## src/rtl/sus_pkg.sv

```systemverilog
package sus_pkg;

   localparam int SUS_CAPACITY = 16;

   localparam logic [1:0] CMD_INSERT = 2'd0;
   localparam logic [1:0] CMD_REMOVE = 2'd1;
   localparam logic [1:0] CMD_QUERY  = 2'd2;

   localparam logic [1:0] ST_OK         = 2'd0;
   localparam logic [1:0] ST_DUP_ABSENT = 2'd1;
   localparam logic [1:0] ST_FULL       = 2'd2;

   typedef struct packed {
      logic [1:0]         command;
      logic signed [31:0] value;
   } req_type;

   typedef struct packed {
      logic [1:0] status;
      logic [4:0] count;
   } rsp_type;

endpackage

```

## src/rtl/sus_ram.sv

```systemverilog
module sus_ram
   #(parameter int WIDTH = 32,
     parameter int DEPTH = 16,
     localparam int AW = (DEPTH > 1) ? $clog2(DEPTH) : 1)
   (input  logic             clock,
    input  logic             wr_en,
    input  logic [AW-1:0]    wr_addr,
    input  logic [WIDTH-1:0] wr_data,
    input  logic [AW-1:0]    rd_addr,
    output logic [WIDTH-1:0] rd_data);

   logic [WIDTH-1:0] mem [DEPTH];
   logic [WIDTH-1:0] rd_data_ff;

   always_ff @(posedge clock) begin
      if (wr_en) begin
         mem[wr_addr] <= wr_data;
      end
      rd_data_ff <= mem[rd_addr];
   end

   assign rd_data = rd_data_ff;

endmodule

```

## src/rtl/sorted_unique_set_core.sv

```systemverilog
// sorted unique set: holds up to CAPACITY distinct signed 32-bit values in
// ascending order in a single-port-write, single-port-read RAM. A request
// (insert, remove or query, code 3 acts as a query) is taken when start is
// high and busy is low; busy then stays high while one compare unit walks
// the stored entries, one per cycle, from the lowest up. Insert and remove
// shift the tail of the array in the same walk, one entry per cycle. A
// request ends at a hit or an early stop, or runs on until the walk
// reaches the end or the tail is shifted; the registered RAM read and the
// one-entry-per-cycle walk set its length. The response (status and count
// after the request) is shown for exactly one cycle on rsp_data with
// rsp_strobe high; the receiver cannot stall it, so it must take every
// strobe. The next request may be issued in the cycle the response is
// shown. No clearing pass is needed after reset: only entries below the
// count are ever used.
module sorted_unique_set_core
   import sus_pkg::*;
   #(parameter int CAPACITY = SUS_CAPACITY)
   (input  logic    clock,
    input  logic    reset,
    input  logic    start,
    output logic    busy,
    input  req_type req_data,
    output logic    rsp_strobe,
    output rsp_type rsp_data);

   localparam int AW = $clog2(CAPACITY);
   localparam int CW = $clog2(CAPACITY + 1);

   // sequencer states
   localparam logic [1:0] S_IDLE      = 2'd0;
   localparam logic [1:0] S_SCAN      = 2'd1;
   localparam logic [1:0] S_SHIFT_INS = 2'd2;
   localparam logic [1:0] S_SHIFT_REM = 2'd3;

   logic [1:0]         state_ff, state_in;
   logic [CW-1:0]      count_ff, count_in;
   logic [CW-1:0]      idx_ff, idx_in;       // index whose data is on rd_data
   logic [1:0]         cmd_ff, cmd_in;
   logic signed [31:0] value_ff, value_in;
   logic signed [31:0] carry_ff, carry_in;   // entry displaced by an insert
   logic               rsp_strobe_ff, rsp_strobe_in;
   rsp_type            rsp_data_ff, rsp_data_in;

   logic               wr_en;
   logic [AW-1:0]      wr_addr;
   logic [31:0]        wr_data;
   logic [31:0]        rd_data;
   logic signed [31:0] entry;
   logic               at_end;
   logic               last_entry;
   logic               full;

   assign entry      = $signed(rd_data);
   assign at_end     = (idx_ff == count_ff);
   assign last_entry = ((idx_ff + CW'(1)) == count_ff);
   assign full       = (count_ff == CW'(CAPACITY));

   sus_ram #(.WIDTH(32), .DEPTH(CAPACITY)) u_ram (
      .clock   (clock),
      .wr_en   (wr_en),
      .wr_addr (wr_addr),
      .wr_data (wr_data),
      .rd_addr (idx_in[AW-1:0]),
      .rd_data (rd_data));

   always_comb begin
      state_in      = state_ff;
      count_in      = count_ff;
      idx_in        = idx_ff;
      cmd_in        = cmd_ff;
      value_in      = value_ff;
      carry_in      = carry_ff;
      rsp_strobe_in = 1'b0;
      rsp_data_in   = rsp_data_ff;
      wr_en         = 1'b0;
      wr_addr       = idx_ff[AW-1:0];
      wr_data       = 32'(value_ff);

      case (state_ff)
         S_IDLE: begin
            if (start) begin
               cmd_in   = req_data.command;
               value_in = req_data.value;
               idx_in   = '0;
               state_in = S_SCAN;
            end
         end

         S_SCAN: begin
            if (at_end) begin
               // every held value is below the key
               state_in      = S_IDLE;
               rsp_strobe_in = 1'b1;
               if (cmd_ff == CMD_INSERT) begin
                  if (full) begin
                     rsp_data_in.status = ST_FULL;
                  end else begin
                     wr_en              = 1'b1;
                     count_in           = count_ff + CW'(1);
                     rsp_data_in.status = ST_OK;
                  end
               end else begin
                  rsp_data_in.status = ST_DUP_ABSENT;
               end
            end else if (entry == value_ff) begin
               case (cmd_ff)
                  CMD_INSERT: begin
                     state_in           = S_IDLE;
                     rsp_strobe_in      = 1'b1;
                     rsp_data_in.status = ST_DUP_ABSENT;
                  end
                  CMD_REMOVE: begin
                     if (last_entry) begin
                        state_in           = S_IDLE;
                        rsp_strobe_in      = 1'b1;
                        count_in           = count_ff - CW'(1);
                        rsp_data_in.status = ST_OK;
                     end else begin
                        state_in = S_SHIFT_REM;
                        idx_in   = idx_ff + CW'(1);
                     end
                  end
                  default: begin
                     state_in           = S_IDLE;
                     rsp_strobe_in      = 1'b1;
                     rsp_data_in.status = ST_OK;
                  end
               endcase
            end else if (entry > value_ff) begin
               // sorted position found, key not held
               if (cmd_ff == CMD_INSERT) begin
                  if (full) begin
                     state_in           = S_IDLE;
                     rsp_strobe_in      = 1'b1;
                     rsp_data_in.status = ST_FULL;
                  end else begin
                     wr_en    = 1'b1;
                     carry_in = entry;
                     state_in = S_SHIFT_INS;
                     idx_in   = idx_ff + CW'(1);
                  end
               end else begin
                  state_in           = S_IDLE;
                  rsp_strobe_in      = 1'b1;
                  rsp_data_in.status = ST_DUP_ABSENT;
               end
            end else begin
               idx_in = idx_ff + CW'(1);
            end
         end

         S_SHIFT_INS: begin
            // move each entry up by one
            wr_en   = 1'b1;
            wr_data = 32'(carry_ff);
            if (at_end) begin
               state_in           = S_IDLE;
               rsp_strobe_in      = 1'b1;
               count_in           = count_ff + CW'(1);
               rsp_data_in.status = ST_OK;
            end else begin
               carry_in = entry;
               idx_in   = idx_ff + CW'(1);
            end
         end

         S_SHIFT_REM: begin
            // move each entry down by one
            wr_en   = 1'b1;
            wr_addr = AW'(idx_ff - CW'(1));
            wr_data = rd_data;
            if (last_entry) begin
               state_in           = S_IDLE;
               rsp_strobe_in      = 1'b1;
               count_in           = count_ff - CW'(1);
               rsp_data_in.status = ST_OK;
            end else begin
               idx_in = idx_ff + CW'(1);
            end
         end

         default: begin
            state_in = S_IDLE;
         end
      endcase

      rsp_data_in.count = 5'(count_in);
   end

   always_ff @(posedge clock) begin
      if (reset) begin
         state_ff      <= S_IDLE;
         count_ff      <= '0;
         idx_ff        <= '0;
         rsp_strobe_ff <= 1'b0;
      end else begin
         state_ff      <= state_in;
         count_ff      <= count_in;
         idx_ff        <= idx_in;
         rsp_strobe_ff <= rsp_strobe_in;
      end
   end

   // payload registers, no reset
   always_ff @(posedge clock) begin
      cmd_ff      <= cmd_in;
      value_ff    <= value_in;
      carry_ff    <= carry_in;
      rsp_data_ff <= rsp_data_in;
   end

   assign busy       = (state_ff != S_IDLE);
   assign rsp_strobe = rsp_strobe_ff;
   assign rsp_data   = rsp_data_ff;

endmodule

```

## config.mk

```make
export PLATFORM = sky130hd
export DESIGN_NAME = sorted_unique_set_core
export DESIGN_NICKNAME = d
export VERILOG_FILES = /design/src/rtl/sus_pkg.sv /design/src/rtl/sus_ram.sv /design/src/rtl/sorted_unique_set_core.sv
export SDC_FILE = /design/constraint.sdc
export NUM_CORES = 1
export LEC_CHECK = 0
export ABC_CLOCK_PERIOD_IN_PS = 11850
export BUFFER_PORTS_ARGS = -buffer_cell sky130_fd_sc_hd__buf_2
export CAP_MARGIN = 20
export CELL_PAD_IN_SITES_DETAIL_PLACEMENT = 1
export CELL_PAD_IN_SITES_GLOBAL_PLACEMENT = 1
export CORE_MARGIN = 10
export CORE_UTILIZATION = 45
export CTS_CLUSTER_DIAMETER = 50
export DETAILED_ROUTE_END_ITERATION = 10
export PLACE_DENSITY_LB_ADDON = 0.3
export RECOVER_POWER = 25
export SYNTH_ARGS = -nofsm -noshare
export SYNTH_HDL_FRONTEND = slang
export SYNTH_HIERARCHICAL = 1
export SYNTH_SLANG_ARGS = --single-unit
```

## constraint.sdc

```tcl
create_clock -name clock -period 11.85 [get_ports clock]
set_clock_uncertainty 0.1 [all_clocks]
set_input_delay 1.7775 -clock clock [delete_from_list [all_inputs] [get_ports clock]]
set_output_delay 1.7775 -clock clock [all_outputs]
set_load 0.005 [all_outputs]
```

==> impl_metrics.ini <==
[pwr]
power.leakage_nw = 9.456
ir_drop_v = 0.0001351
finalPower_mw = 7.486
p_per_area_mw_per_mm2 = 257.9

[global_routing]
grt_overflow_total = 0
grt_pass1_vias = 14364
grt_util_all_layers_pct = 19.15
grt_antenna_before_repair = 0
grt_max_degree = 66
grt_first_pass_wirelength_um = 94670

[final_layout]
drive_above_1_share_pct = 23.11
syn_to_final_growth_pct = 14.88
seq_area_sq_mm = 0.01842
layout_commonest_cell = edfxtp_1
nFillCells = 5052
layout_common_cells = 580 x edfxtp_1, 128 x mux4_2, 74 x clkbuf_16, 70 x a21oi_1, 67 x a22oi_1
final_cells = 2294
nNetsFinal = 1561
multi_input_comb_area_sq_mm = 0.006471

[timing]
hold_ws_ps = 365.2
setup_violations = 0
fin_crit_ps = 6940
rsz0062_at_grt = no
max_slew_margin_pct = -145.9
worst_pin_slew_ps = 3688
slew_violations = 66
clock.fmax_mhz = 144.1
finalHoldViolCount = 0
final.setup.worst_slack_ps = 4910
fin_crit_sh_pct = 58.57
fin_tns_setup_ps = 0

[routing]
num_vias = 13432
wirelength_um = 63080
routedWlPerCell_um = 27.50
drt_iter0_drc = 1475
avgViaCountPerCell = 5.855
dr.pass1.iters = 5
drc = 0
drtAntennaViolNets = 0

[setup_path]
slowest_delay_ps = 2670
crit_type = flip-flop to primary output
critPathSlowestCell = clkbuf_1
path_cells = clkbuf_1 > or2_2 > buf_2
arrival_ps = 5060
cp-start-kind = flip-flop
critPathCaptureType = primary output
path_max_fanout = 65
cp.required_ps = 9970

[synth]
synth_flop_cell = edfxtp_1
synth_compound_area_share_pct = 5.511
synth-xor-area-share_pct = 0.5743
synth_top_family_by_area = multiplexers
synth_mux_area_share_pct = 12.96
syn_avg_cell_area_sq_um = 18.05
async_flop_share_pct = 0
synth_simple_gate_area_share_pct = 4.090
yosysUniqueCellTypes = 68
ys_seq_area_share_pct = 72.88
synth_area_leaders = edfxtp_1 69%, mux4_2 11%, dfxtp_1 4.0%
synthCells = 1400
yosysWarningCount = 6
synth_top_area_cell = edfxtp_1
synth_edf_count = 580
syn-num-nets = 1474
synthAdderAreaFrac_pct = 1.832
ys_ff_latch = 630
synth_area_sq_mm = 0.02527
synth_top_area_share_pct = 68.92

[floorplanning]
initial_core_util_pct = 45.69
ios = 46
fp.coreArea_sq_mm = 0.05531
die-area_sq_mm = 0.06604
dieHeight_um = 257.0
rows = 86
die_x_um = 257.0

[cts]
cts_tree = built
clock-root-buffer = clkbuf_16
postCtsHoldBufs = 0
cts_max_level = 3
cts-buffers-inserted = 73
cts-resized-gates = 0
clkSinkCount = 630
cts_buffer_depth = 3
cts.clk_slew.worst_paths_ps = 50
insertion_delay_ps = 620
post_cts_buffers = 0

[job]
cap_violations = 1

[place]
place_congestion = 0.7842
io_buffer_count = 45
pre_cts_slack_ps = 5816
dp_hpwl_um = 33800
dp_cells = 2143

[min_path]
hold_class = flip-flop to flip-flop

[run_status]
status = complete, but fails checks
violations = capacitance limit, slew limit
-- cells in the mapped netlist (8+ instances only) --
cell type / number
edfxtp_1: 580
mux4_2: 128
a21oi_1: 71
nor2_1: 68
a22oi_1: 67
nand2_1: 61
dfxtp_1: 50
inv_1: 45
ha_1: 37
mux2i_1: 37
clkbuf_1: 32
buf_2: 25
nand3_1: 20
o21ai_0: 20
buf_1: 13
nor3_1: 12
buf_4: 10
xnor2_1: 10
nand4_1: 9
and2_1: 8
-- where the power goes --
group	internal [mW]	switching, mW
clock network	1.39	0.915
logic	0.876	1.21
registers	2.94	0.155
-- logic make-up (layout without fill, tap and decap cells) --
kind of cell / Yosys count / count (layout)
muxes: 167 / 167
buffers and inverters: 126 / 271
DFF: 630 / 630
xor gates and xnor gates: 15 / 15
AOI/OAI and AO/OA: 212 / 212
other: 0 / 1
and+or+nand+nor: 213 / 213
adders and majority gates: 37 / 37
-- critical path, delay by kind of cell, from the launching register on --
family,cells,cell delay [ps]
buffers and inverters,2,2820
DFF,1,1130
and+or+nand+nor,1,510
-- area by class of cell --
cell class,instances,area share [%]
well taps,748,3.224
clock inverters,41,1.746
repair buffers,93,1.806
clock buffers,92,6.887
flip-flops and latches,630,63.46
multi-input cells,644,22.29
inverters,45,0.5818
diodes,1,0.008620
-- metal layers --
metal  up-vias  global-route usage [%]  part of all wire, %
met5         -                       0                    0
met4         0                   5.210                  2.1
met3        86                   2.985                  5.9
met2       455                   32.08                   49
met1      7085                   25.67                   43
li1       5806                       -                    -
-- metrics by stage --
step,area [sq um],util [%]
6_report,29030,52.49
5_1_grt,29030,52.48
4_1_cts,28970,52.38
3_5_place_dp,26460,47.85
3_3_place_gp,26450,47.83
2_1_floorplan,25270,-
-- registers in the layout, indices dropped and copies added, names as in the netlist, 2 cells and up --
| name | count |
|---|---|
| carry_ff | 32 |
| cmd_ff | 2 |
| rsp_data | 7 |
| value_ff | 32 |
| u_ram/mem | 512 |
| idx_ff | 5 |
| state_ff | 2 |
| u_ram/rd_data | 32 |
| count_ff | 5 |
-- worst paths after layout --
kind,start,to,slack [ps],cells after the start
worst max-delay path,state_ff[1]$_SDFFE_PP0P_,busy,4910,3
worst min register to register,u_ram/rd_data[7]$_DFF_P_,carry_ff[7]$_DFFE_PP_,370,0
worst min-delay path,u_ram/rd_data[7]$_DFF_P_,carry_ff[7]$_DFFE_PP_,370,0
worst max register to register,value_ff[13]$_DFFE_PP_,u_ram/rd_data[0]$_DFF_P_,5830,14
No activity file was read; power rests on OpenSTA's default activity.
